==> config.mk <==
export PLATFORM = sky130hd
export DESIGN_NAME = ort_ctrl
export DESIGN_NICKNAME = d
export VERILOG_FILES = /design/src/sv/assert_macros.svh /design/src/sv/ort_pkg.sv /design/src/sv/ort_ctrl.sv
export SDC_FILE = /design/constraint.sdc
export NUM_CORES = 1
export LEC_CHECK = 0
export BUFFER_PORTS_ARGS = -buffer_cell sky130_fd_sc_hd__buf_4
export CORE_AREA = 2 2 39 41
export CTS_CLUSTER_SIZE = 12
export DETAILED_ROUTE_END_ITERATION = 8
export DIE_AREA = 0 0 41 43
export PLACE_DENSITY = 0.39
export SLEW_MARGIN = 30
export SYNTH_ARGS = -nofsm -noshare
export SYNTH_HDL_FRONTEND = slang
export SYNTH_SLANG_ARGS = --single-unit
==> constraint.sdc <==
create_clock -name aclk -period 1.7 [get_ports aclk]
set_input_delay 0.34 -clock aclk [delete_from_list [all_inputs] [get_ports aclk]]
set_output_delay 0.34 -clock aclk [all_outputs]
set_load 0.005 [all_outputs]
==> src/sv/assert_macros.svh <==
// ----------------------------------------------------------------------------
// assertion macros
// shared concurrent assertion shorthands for the rtl
// ----------------------------------------------------------------------------
`ifndef ASSERT_MACROS_SVH
`define ASSERT_MACROS_SVH

// same-cycle implication, disabled during reset
`define ASSERT_IMPLIES(label, clk, rstn, ante, cons) \
    label: assert property (@(posedge clk) disable iff (!(rstn)) (ante) |-> (cons)) \
        else $error("assertion failed: same-cycle implication");

// next-cycle implication, disabled during reset
`define ASSERT_NEXT(label, clk, rstn, ante, cons) \
    label: assert property (@(posedge clk) disable iff (!(rstn)) (ante) |=> (cons)) \
        else $error("assertion failed: next-cycle implication");

`endif

==> src/sv/ort_pkg.sv <==
// ----------------------------------------------------------------------------
// ort_pkg
// shared types, codes and defaults of the outstanding request tracker
// ----------------------------------------------------------------------------
package ort_pkg;

    localparam int ORT_SLOTS    = 64;
    localparam int ORT_TAG_BITS = 64;

    localparam int FIELD_TAG_W  = 64;
    localparam int SLOT_IDX_W   = 6;
    localparam int COUNT_W      = 32;
    localparam int APB_ADDR_W   = 3;
    localparam int APB_DATA_W   = 32;

    // register byte addresses
    localparam logic [APB_ADDR_W-1:0] ADDR_TRACK_ENABLE = 3'd0;

    // request type codes
    localparam logic [1:0] REQ_TRACK  = 2'd0;
    localparam logic [1:0] REQ_UPDATE = 2'd1;
    localparam logic [1:0] REQ_FREE   = 2'd2;
    localparam logic [1:0] REQ_REMOVE = 2'd3;

    typedef struct packed {
        logic [1:0]             req_type;
        logic [FIELD_TAG_W-1:0] request_tag;
        logic [FIELD_TAG_W-1:0] header_tag;
    } ort_in_t;

    typedef struct packed {
        logic                      hit;
        logic [SLOT_IDX_W-1:0]     slot_index;
        logic [COUNT_W-1:0]        total_count;
        logic signed [COUNT_W-1:0] outstanding_count;
    } ort_out_t;

    // controller to datapath commands
    typedef struct packed {
        logic load;    // capture the incoming word
        logic match;   // register the per-slot match vector
        logic commit;  // update table, counters and the result register
    } ort_cmd_t;

endpackage

==> src/sv/ort_ctrl.sv <==
// ----------------------------------------------------------------------------
// ort_ctrl
// sequencing of load, match and commit, plus the result valid flag
// ----------------------------------------------------------------------------
module ort_ctrl (
    input  logic              aclk,
    input  logic              aresetn,
    input  logic              s_valid,
    output logic              s_ready,
    output logic              m_valid,
    input  logic              m_ready,
    output ort_pkg::ort_cmd_t cmd
);

    typedef enum logic [2:0] {
        ST_IDLE  = 3'b001,
        ST_MATCH = 3'b010,
        ST_WRITE = 3'b100
    } state_t;

    state_t state_reg, state_next;
    logic   m_valid_reg, m_valid_next;
    logic   commit;
    logic   load;

    // commit once the result register is free or being drained
    assign commit  = (state_reg == ST_WRITE) && (!m_valid_reg || m_ready);
    assign s_ready = (state_reg == ST_IDLE) || commit;
    assign load    = s_valid && s_ready;

    assign cmd.load   = load;
    assign cmd.match  = (state_reg == ST_MATCH);
    assign cmd.commit = commit;
    assign m_valid    = m_valid_reg;

    always_comb begin
        state_next = state_reg;
        case (state_reg)
            ST_IDLE: begin
                if (load) state_next = ST_MATCH;
            end
            ST_MATCH: begin
                state_next = ST_WRITE;
            end
            ST_WRITE: begin
                if (commit) state_next = load ? ST_MATCH : ST_IDLE;
            end
            default: begin
                state_next = ST_IDLE;
            end
        endcase
    end

    always_comb begin
        m_valid_next = m_valid_reg;
        if (commit) begin
            m_valid_next = 1'b1;
        end else if (m_ready) begin
            m_valid_next = 1'b0;
        end
    end

    always_ff @(posedge aclk) begin
        if (!aresetn) begin
            state_reg   <= ST_IDLE;
            m_valid_reg <= 1'b0;
        end else begin
            state_reg   <= state_next;
            m_valid_reg <= m_valid_next;
        end
    end

endmodule

# Word level (Yosys, flattened, before mapping)
# Cells that the tools add are included.
# W data, S select, Z words.
# op_classes
n_eq_ne,5
n_mux,6
n_reduce_logical,7
# ops
cell,n
$pmux W3 S3,1
$mux W3,2
$ne A2 B2 Y1 const B,2
$eq A3 B1 Y1 const B,1
$eq A3 B2 Y1 const B,1
$eq A3 B3 Y1 const B,1
$logic_and A1 B1 Y1,2
$logic_or A1 B1 Y1,2
$mux W1,2
$mux W2,1
$reduce_and A2 Y1,1
$reduce_bool A2 Y1,1
$logic_not A1 Y1,1
# totals
reg_bits,4
out_inout_bits,5

# Longest topological paths before layout
# Gate-level depths: netlist of the first run.
# logic_depth
depth_word,8
mapped_depth,4

# Least setup slack after synthesis of the first run
# Ideal clock, no wire load.
# synth_path
path_type,reg2out
startpoint,register state_reg[0]
endpoint,output port cmd[2] (netlist name)
t_arrival_ns,0.996
path_slack_ns,0.364
stages_incl_launch_ff,5
cell_sequence,dfxtp_1 > nand2b_2 > o21ba_4 > nor3b_1 > buf_4
# synth_between
elab_chain_cells,4
# synth_lines
element,line,text
from (decl),ort_ctrl.sv:21,"state_t state_reg, state_next;"
from (signal assigned),ort_ctrl.sv:68,state_reg <= state_next;
$eq A3 B3 Y1,ort_ctrl.sv:27,assign commit = (state_reg == ST_WRITE) && (!m_valid_reg || m_ready);
$logic_and A1 B1 Y1,ort_ctrl.sv:27,
$logic_or A1 B1 Y1 *,ort_ctrl.sv:28,assign s_ready = (state_reg == ST_IDLE) || commit;
$logic_and A1 B1 Y1 *,ort_ctrl.sv:29,assign load = s_valid && s_ready;
to (decl),ort_ctrl.sv:12,output ort_pkg::ort_cmd_t cmd
# Mark *: on every way between the ends. The rest lies on a longest branch, timed or not.

==> results of run 1 <==
synth_stat cells (2+ instances only):
| library cell | count | share of area, % |
|---|---|---|
| dfxtp_1 | 4 | 32 |
| buf_4 | 2 | 5.9 |
| nor2b_1 | 2 | 4.9 |
| nor3b_1 | 2 | 5.9 |
metrics by stage:
step	worst slack, ps	hold WS [ps]	util (%)
after floorplan	364	458	-
after global placement	321	580	23.5
after detailed placement	304	579	23.5
after CTS	50.2	338	25.1
after global routing	25.3	352	25.8
final	114	344	25.8
what timing repair did:
item,4_1_cts,5_1_grt
resized for setup,0,3
endpoints found under the setup margin,0,1
hold buffers,0,0
power breakdown:
part / switching (uW) / internal, uW
Combinational: 14.0 / 29.4
Sequential: 6.80 / 98.4
Clock: 33.1 / 78.5
routing by layer:
layer | up-vias | share of wire, % | track usage (%)
met2 | 4 | 49 | 8.44
met1 | 99 | 46 | 8.01
met3 | 0 | 5.2 | 1.57
met4 | 0 | 0 | 6.00
li1 | 106 | - | -
met5 | - | 0 | 0
area by class of cell:
cell class	instances	share of cell area, %
clock buffer	3	6.32
inverter	1	1.05
multi-input combinational	17	45.3
sequential	4	22.8
tap	16	5.61
timing repair buffer	9	18.9
critical path: stages (launching register included):
cell	delay, ps
dfxtp_1	380
nor2b_2	180
o21ba_4	180
nor3b_2	140
buf_4	120
cell families after synthesis:
group | Yosys count | synth area share, %
DFF | 4 | 31.7
buffers and inverters | 3 | 7.42
and+or+nand+nor | 11 | 41.1
AOI/OAI and AO/OA | 6 | 19.8
final timing paths:
check,start,end,slack (ps),depth (start not counted)
hold reg to reg,state_reg[0],state_reg[2],600,1
setup / recovery,state_reg[0],cmd[2],110,4
setup reg to reg,state_reg[1],state_reg[0],580,3
hold / removal,aresetn,m_valid,340,2
==> summary.md, run 1 <==
| Metric | Value |
|---|---|
| Most frequent cells in the layout | 9 x buf_4, 3 x clkbuf_4, 3 x dfxtp_1, 2 x nor3b_2 |
| Worst-Margin Slew | 319 ps |
| Post-CTS Setup Repair Bufs | 0 |
| FILL cells | 152 |
| Vias in the first global route | 202 |
| Clock buffer count from CTS | 3 |
| Synth Warn # | 0 |
| Drt first pass iters | 1 |
| Slew headroom | 78.7% |
| Clock root cell | clkbuf_4 |
| Final Net Count | 40 |
| Area of the multi-input gates | 161 sq um |
| GPL Wtd Cong | 0.714 |
| Total power | 260 uW |
| Cells after synthesis | 24 |
| Vias | 209 |
| Hold WC Path Type | primary input to register |
| Crit path kind | register to output pin |
| Fin Clk Skew | 2.48 ps |
| Hold Fails Final Rpt | 0 |
| IO Count | 9 |
| Placed cell area | 325 sq um |
| Max Cap Violations | 0 |
| Status | finished clean |
| P&R area growth vs syn | 41.1% |
| Ant diodes | 0 |
| Die Ht | 43 um |
| CTS tree | built |
| Share of cells above drive strength 1 | 58.8% |
| Main synth FF type | dfxtp_1 |
| Mapped Area | 253 sq um |
| Die area | 1760 sq um |
| Largest net degree at the start of global routing | 9 |
| First-pass GRT wire length | 738 um |
| Design Area, Final | 357 sq um |
| Standard-cell row count | 14 |
| Syn avg cell area | 10.5 sq um |
| Initial antenna violation count | 0 |
| Core area | 1380 sq um |
| Fmax | 631 MHz |
| Grt ovf | 0 |
| Vias/cell | 4.18 |
| Critical path required time | 1360 ps |
| GRT Total Usage | 6.42% |
| Critical Path Start Type | register |
| PortBufs | 8 |
| Power density cells | 730 nW/um^2 |
| Crit path capture type | output pin |
| Worst skew pair latency | 230 ps |
| EDFF count, synth | 0 |
| Setup violations, final | 0 |
| Final period util | 93.3% |
| Slew Viols, Final | 0 |
| Fraction of registers with async set/reset | 0% |
| Syn_nets | 28 |
| Tmin final | 1590 ps |
| Number of library cell types mapped by synthesis | 18 |
| Leakage | 0.000148 uW |
| Commonest non-fill, non-tap cell in the layout | buf_4 |
| Register area | 81.3 sq um |
| Htree depth | 1 |
| Initial Util | 18.3% |
| Drt drc | 0 |
| Max Root-Sink Buffers | 2 |
| Worst EP arrival | 1250 ps |
| Crit path max fanout | 5 |
| Maximum VDD drop | 0.268 mV |
| Number of flip-flops in the largest register | 3 |
| Wire length per cell | 9.56 um |
| Post-route antenna net violation count | 0 |
| Yosys reg bits | 4 |
| Iter 0 DRT Violations | 0 |
| Setup TNS | 0 ps |
| Share of the yosys chip area belonging to registers | 31.7% |
| Post-Place Cells | 47 |
| Clock Sinks | 4 |
| Wirelength, routed | 478 um |
| Clk slew on worst S/H paths | 40 ps |
| Non-Filler Instances | 50 |
| Unrepaired setup endpoints after global routing | no |
| Die W | 41 um |
Power figures use the tool's default switching activity.
==> run 2: changes to the inputs <==
--- a/config.mk
+++ b/config.mk
@@ -10,8 +10,8 @@
 export CTS_CLUSTER_SIZE = 12
 export DETAILED_ROUTE_END_ITERATION = 8
 export DIE_AREA = 0 0 41 43
+export MAX_ROUTING_LAYER = met4
 export PLACE_DENSITY = 0.39
-export SLEW_MARGIN = 30
 export SYNTH_ARGS = -nofsm -noshare
 export SYNTH_HDL_FRONTEND = slang
 export SYNTH_SLANG_ARGS = --single-unit
==> constraint.sdc (replaced) <==
create_clock -name aclk -period 1.85 [get_ports aclk]
set_input_delay 0.37 -clock aclk [delete_from_list [all_inputs] [get_ports aclk]]
set_output_delay 0.37 -clock aclk [all_outputs]
set_load 0.005 [all_outputs]
==> run 2 against run 1 <==
Effect of this change: register-to-register slack better by 190 ps; cell count stayed put; highest routed layer unchanged; critical endpoint unchanged; critical path type unchanged; hold slack better by 27 ps; critical path depth stayed put; global-route usage hardly changed; clock skew is 2.3 ps lower; wire length is 3.8% lower.
==> summary.md, run 2 (synthesis gave the netlist of run 1 again) <==
| Metric | Value |
|---|---|
| HP Start | aresetn |
| Crit path capture type | output pin |
| Worst reg2reg path depth | 3 |
| CTS tree | built |
| Iter 0 DRT Violations | 0 |
| WHS Endpoint | m_valid |
| Hold Crit Depth | 2 |
| Critical Path Start Type | register |
| Post-CTS Setup Repair Bufs | 0 |
| Clock root cell | clkbuf_4 |
| Die W | 41 um |
| First-pass GRT wire length | 738 um |
| Clock buffer count from CTS | 3 |
| Clock Sinks | 4 |
| Ant diodes | 0 |
| Sw frac | 20.7% |
| Vias in the first global route | 216 |
| Hold bufs inserted after CTS | 0 |
| Drt drc | 0 |
| Clk pwr share | 43.5% |
| Slew Viols, Final | 0 |
| PortBufs | 8 |
| GRT Total Usage | 6.39% |
| Power density cells | 683 nW/um^2 |
| Commonest non-fill, non-tap cell in the layout | buf_4 |
| Unrepaired setup endpoints after global routing | no |
| Slew headroom | 79.9% |
| Htree depth | 1 |
| Combinational power share | 16.0% |
| R2R Setup Slk | 770 ps |
| Share of cells above drive strength 1 | 50.0% |
| Wirelength, routed | 460 um |
| Clk slew on worst S/H paths | 30 ps |
| Grt ovf | 0 |
| Number of flip-flops in the largest register | 3 |
| Die Ht | 43 um |
| Initial Util | 18.3% |
| Hold WC Path Type | primary input to register |
| Largest net degree at the start of global routing | 9 |
| FILL cells | 149 |
| Critical path required time | 1480 ps |
| Reg2reg end | state_reg[1] |
| GPL Wtd Cong | 0.741 |
| Vias/cell | 3.98 |
| Crit path max fanout | 5 |
| Reg power frac | 40.5% |
| Launching point of the worst reg2reg path | state_reg[0] |
| Fmax | 600 MHz |
| Maximum VDD drop | 0.253 mV |
| Final core occ | 25.1% |
| Worst skew pair latency | 230 ps |
| Drt first pass iters | 1 |
| Max Cap Violations | 0 |
| Post-route antenna net violation count | 0 |
| Initial antenna violation count | 0 |
| Worst EP arrival | 1300 ps |
| Crit path kind | register to output pin |
| Core area | 1380 sq um |
| Standard-cell row count | 14 |
| Setup violations, final | 0 |
| Pre-CTS setup slack | 419 ps |
| Final period util | 90.1% |
| Vias | 199 |
| Die area | 1760 sq um |
| P&R area growth vs syn | 37.6% |
| Worst-Margin Slew | 301 ps |
| Max Root-Sink Buffers | 2 |
| Setup TNS | 0 ps |
| Status | finished clean |
| Wire length per cell | 9.20 um |
| Most frequent cells in the layout | 9 x buf_4, 4 x dfxtp_1, 3 x clkbuf_4, 2 x nor2b_1, 2 x nor3b_1 |
| Internal Power | 189 uW |
| Hold Fails Final Rpt | 0 |
| P_sw | 49.1 uW |
| Final Net Count | 40 |
| Fin Clk Skew | 0.222 ps |
| Tmin final | 1670 ps |
| Leakage | 0.000142 uW |
| Final worst-path setup slack | 184 ps |
| IO Count | 9 |
| Post-CTS sizing | 0 |
-- run 2: cell counts in the layout (fill, tap and decap cells not counted) --
No cell type changed its count.
-- run 2: worst max path at each step --
| stage | slack (ps) | start | end |
|---|---|---|---|
| floorplan | 480 | state_reg[0] | cmd[2] |
| global placement | 410 | m_ready | cmd[2] |
| detailed placement | 420 | m_ready | cmd[2] |
| CTS | 160 | state_reg[0] | cmd[2] |
| global route | 90 | state_reg[0] | cmd[2] |
| finish | 180 | state_reg[0] | cmd[2] |
-- run 2: routing by layer --
metal / vias up / wire (um) / track usage, %
met5: - / 0 / -
met4: 0 / 0 / 6.00
met3: 0 / 35 / 2.09
met2: 4 / 237 / 8.44
met1: 87 / 187 / 7.10
li1: 108 / - / -
-- run 2: cell type report --
cell class | instances | area (sq um) | share of cell area (%)
clock buffers | 3 | 22.5 | 6.47
inverters | 1 | 3.75 | 1.08
multi-input cells | 17 | 154 | 44.2
flip-flops and latches | 4 | 80.1 | 23.0
well taps | 16 | 20.0 | 5.76
repair buffers | 9 | 67.6 | 19.4
-- run 2: worst max-delay path, cell delays in order, from the launching register on --
cell	delay, ps
dfxtp_1	380
nor2b_1	190
o21ba_4	190
nor3b_1	170
buf_4	140
-- run 2: power groups by stage --
stage / combinational (uW) / sequential [uW] / clock (uW)
after floorplan: 25.1 / 96.1 / 0
after global placement: 38.9 / 97.5 / 0
after detailed placement: 38.7 / 97.4 / 0
after CTS: 38.8 / 96.1 / 112
after global routing: 41.3 / 96.9 / 111
final: 38.0 / 96.2 / 103
-- run 2: metrics by stage --
step,area [sq um],instances,hold slack [ps],total power (uW)
2_1_floorplan,253,24,488,121
3_3_place_gp,325,47,581,136
3_5_place_dp,325,47,585,136
4_1_cts,348,50,366,247
5_1_grt,348,50,381,249
6_report,348,50,371,238
==> run 3: changes to the inputs <==
--- a/config.mk
+++ b/config.mk
@@ -6,10 +6,10 @@
 export NUM_CORES = 1
 export LEC_CHECK = 0
 export BUFFER_PORTS_ARGS = -buffer_cell sky130_fd_sc_hd__buf_4
-export CORE_AREA = 2 2 39 41
+export CORE_AREA = 5 5 42 44
 export CTS_CLUSTER_SIZE = 12
 export DETAILED_ROUTE_END_ITERATION = 8
-export DIE_AREA = 0 0 41 43
+export DIE_AREA = 0 0 47 49
 export MAX_ROUTING_LAYER = met4
 export PLACE_DENSITY = 0.39
 export SYNTH_ARGS = -nofsm -noshare
==> run 3 against run 2 <==
Effect of this change: die area rose by 31%; fmax fell by 0.20%; setup slack worse by 3.3 ps; critical path type unchanged; flip-flop and latch count unchanged; cell count unchanged; clock-buffer cell count is the same; via count up 5.0%; first-iteration DRC count rose by 1; sequential power is essentially flat; register-to-register slack got worse by 20 ps.
==> summary.md, run 3 (synthesis gave the netlist of run 1 again) <==
| Metric | Value |
|---|---|
| Status | finished clean |
| FILL cells | 164 |
| IO Count | 9 |
| Number of flip-flops in the largest register | 3 |
| Drt first pass iters | 3 |
| Hold Fails Final Rpt | 0 |
| Maximum VDD drop | 0.240 mV |
| Launching point of the worst reg2reg path | state_reg[2] |
| Worst reg2reg path depth | 3 |
| Vias in the first global route | 218 |
| Setup violations, final | 0 |
| Design Area, Final | 348 sq um |
| Post-CTS Setup Repair Bufs | 0 |
| Worst EP arrival | 1300 ps |
| Share of cells above drive strength 1 | 50.0% |
| Ant diodes | 0 |
| Non-Filler Instances | 50 |
| Drt drc | 0 |
| Fin Clk Skew | 0.396 ps |
| Pre-CTS setup slack | 397 ps |
| PortBufs | 8 |
| Final Net Count | 40 |
| CP startpoint | state_reg[0] |
| Crit path kind | register to output pin |
| Critical path required time | 1480 ps |
| CP endpoint | cmd[2] |
| Unrepaired setup endpoints after global routing | no |
| Initial antenna violation count | 0 |
| Leakage | 0.000142 uW |
| Hold bufs inserted after CTS | 0 |
| Crit path cell chain | nor2b_1 > o21ba_4 > nor3b_1 > buf_4 |
| Power density cells | 687 nW/um^2 |
| Total power | 239 uW |
| Die area | 2300 sq um |
| CTS tree | built |
| Hold WC Path Type | primary input to register |
| Placed cell area | 325 sq um |
| Setup TNS | 0 ps |
| Most frequent cells in the layout | 9 x buf_4, 4 x dfxtp_1, 3 x clkbuf_4, 2 x nor2b_1, 2 x nor3b_1 |
| Slowest CP cell | dfxtp_1 |
| Worst-Margin Slew | 293 ps |
| Grt ovf | 0 |
| Largest net degree at the start of global routing | 9 |
| Initial Util | 18.0% |
| Reg2reg end | state_reg[0] |
| Clock Sinks | 4 |
| Slew headroom | 80.4% |
| Vias/cell | 4.18 |
| Max Cap Violations | 0 |
| Htree depth | 1 |
| GRT Total Usage | 5.48% |
| Standard-cell row count | 14 |
| Clock buffer count from CTS | 3 |
| P&R area growth vs syn | 37.6% |
| Final period util | 90.3% |
| Final worst-path setup slack | 180 ps |
| Tmin final | 1670 ps |
| Crit-path max cell delay | 380 ps |
| Wire length per cell | 10.1 um |
| Max Root-Sink Buffers | 2 |
| Die W | 47 um |
| Worst skew pair latency | 230 ps |
| Die Ht | 49 um |
| First-pass GRT wire length | 876 um |
| Fmax | 599 MHz |
| Crit path capture type | output pin |
| Crit path max fanout | 5 |
| Core area | 1400 sq um |
| Commonest non-fill, non-tap cell in the layout | buf_4 |
| Post-CTS sizing | 0 |
| Vias | 209 |
| GPL Wtd Cong | 0.701 |
| Post-Place Cells | 47 |
| Clock root cell | clkbuf_4 |
| Wirelength, routed | 505 um |
| Slew Viols, Final | 0 |
| Critical Path Start Type | register |
| Post-route antenna net violation count | 0 |
| Clk slew on worst S/H paths | 40 ps |
| R2R Setup Slk | 750 ps |
| Iter 0 DRT Violations | 1 |
-- run 3: how the worst min path moves through the flow --
| stage | depth (start not counted) | start | slack, ps | to |
|---|---|---|---|---|
| 6_report | 2 | aresetn | 370 | m_valid |
| 5_1_grt | 2 | aresetn | 380 | m_valid |
| 4_1_cts | 2 | aresetn | 370 | m_valid |
| 3_5_place_dp | 1 | state_reg[0] | 580 | state_reg[2] |
| 3_3_place_gp | 1 | state_reg[0] | 590 | state_reg[2] |
| 2_1_floorplan | 1 | aresetn | 490 | m_valid |
-- run 3: critical path, delay by kind of cell, from the launching register on --
kind	cells	cell delay, ps
simple gates	2	360
flops	1	380
buf+inv	1	140
compound gates	1	190
-- run 3: through the flow --
step / util (%) / hold slack (ps)
floorplan: - / 488
global placement: 23.2 / 586
detailed placement: 23.2 / 581
CTS: 24.8 / 369
global route: 24.8 / 380
finish: 24.8 / 370
-- run 3: per-layer routing --
metal  share of wire, %  routed length [um]  track usage, %  vias to the layer above
met1                 42                 212            6.80                       97
met4                  0                   0            4.15                        0
met2                 53                 266            6.79                        4
met5                  0                   0               -                        -
met3                5.1                  26            2.21                        0
li1                   -                   -               -                      108
-- run 3: where the power goes --
part | switching [uW] | internal, uW | leakage (uW) | total [uW]
clock network | 32.5 | 72.4 | 0.0000138 | 105
registers | 5.78 | 90.3 | 0.0000327 | 96.0
logic | 12.2 | 26.0 | 0.0000958 | 38.1
-- run 3: final cells by class --
type	instances	area (sq um)	share of cell area, %
tap	16	20.0	5.76
timing repair buffer	9	67.6	19.4
sequential	4	80.1	23.0
multi-input combinational	17	154	44.2
inverter	1	3.75	1.08
clock buffer	3	22.5	6.47
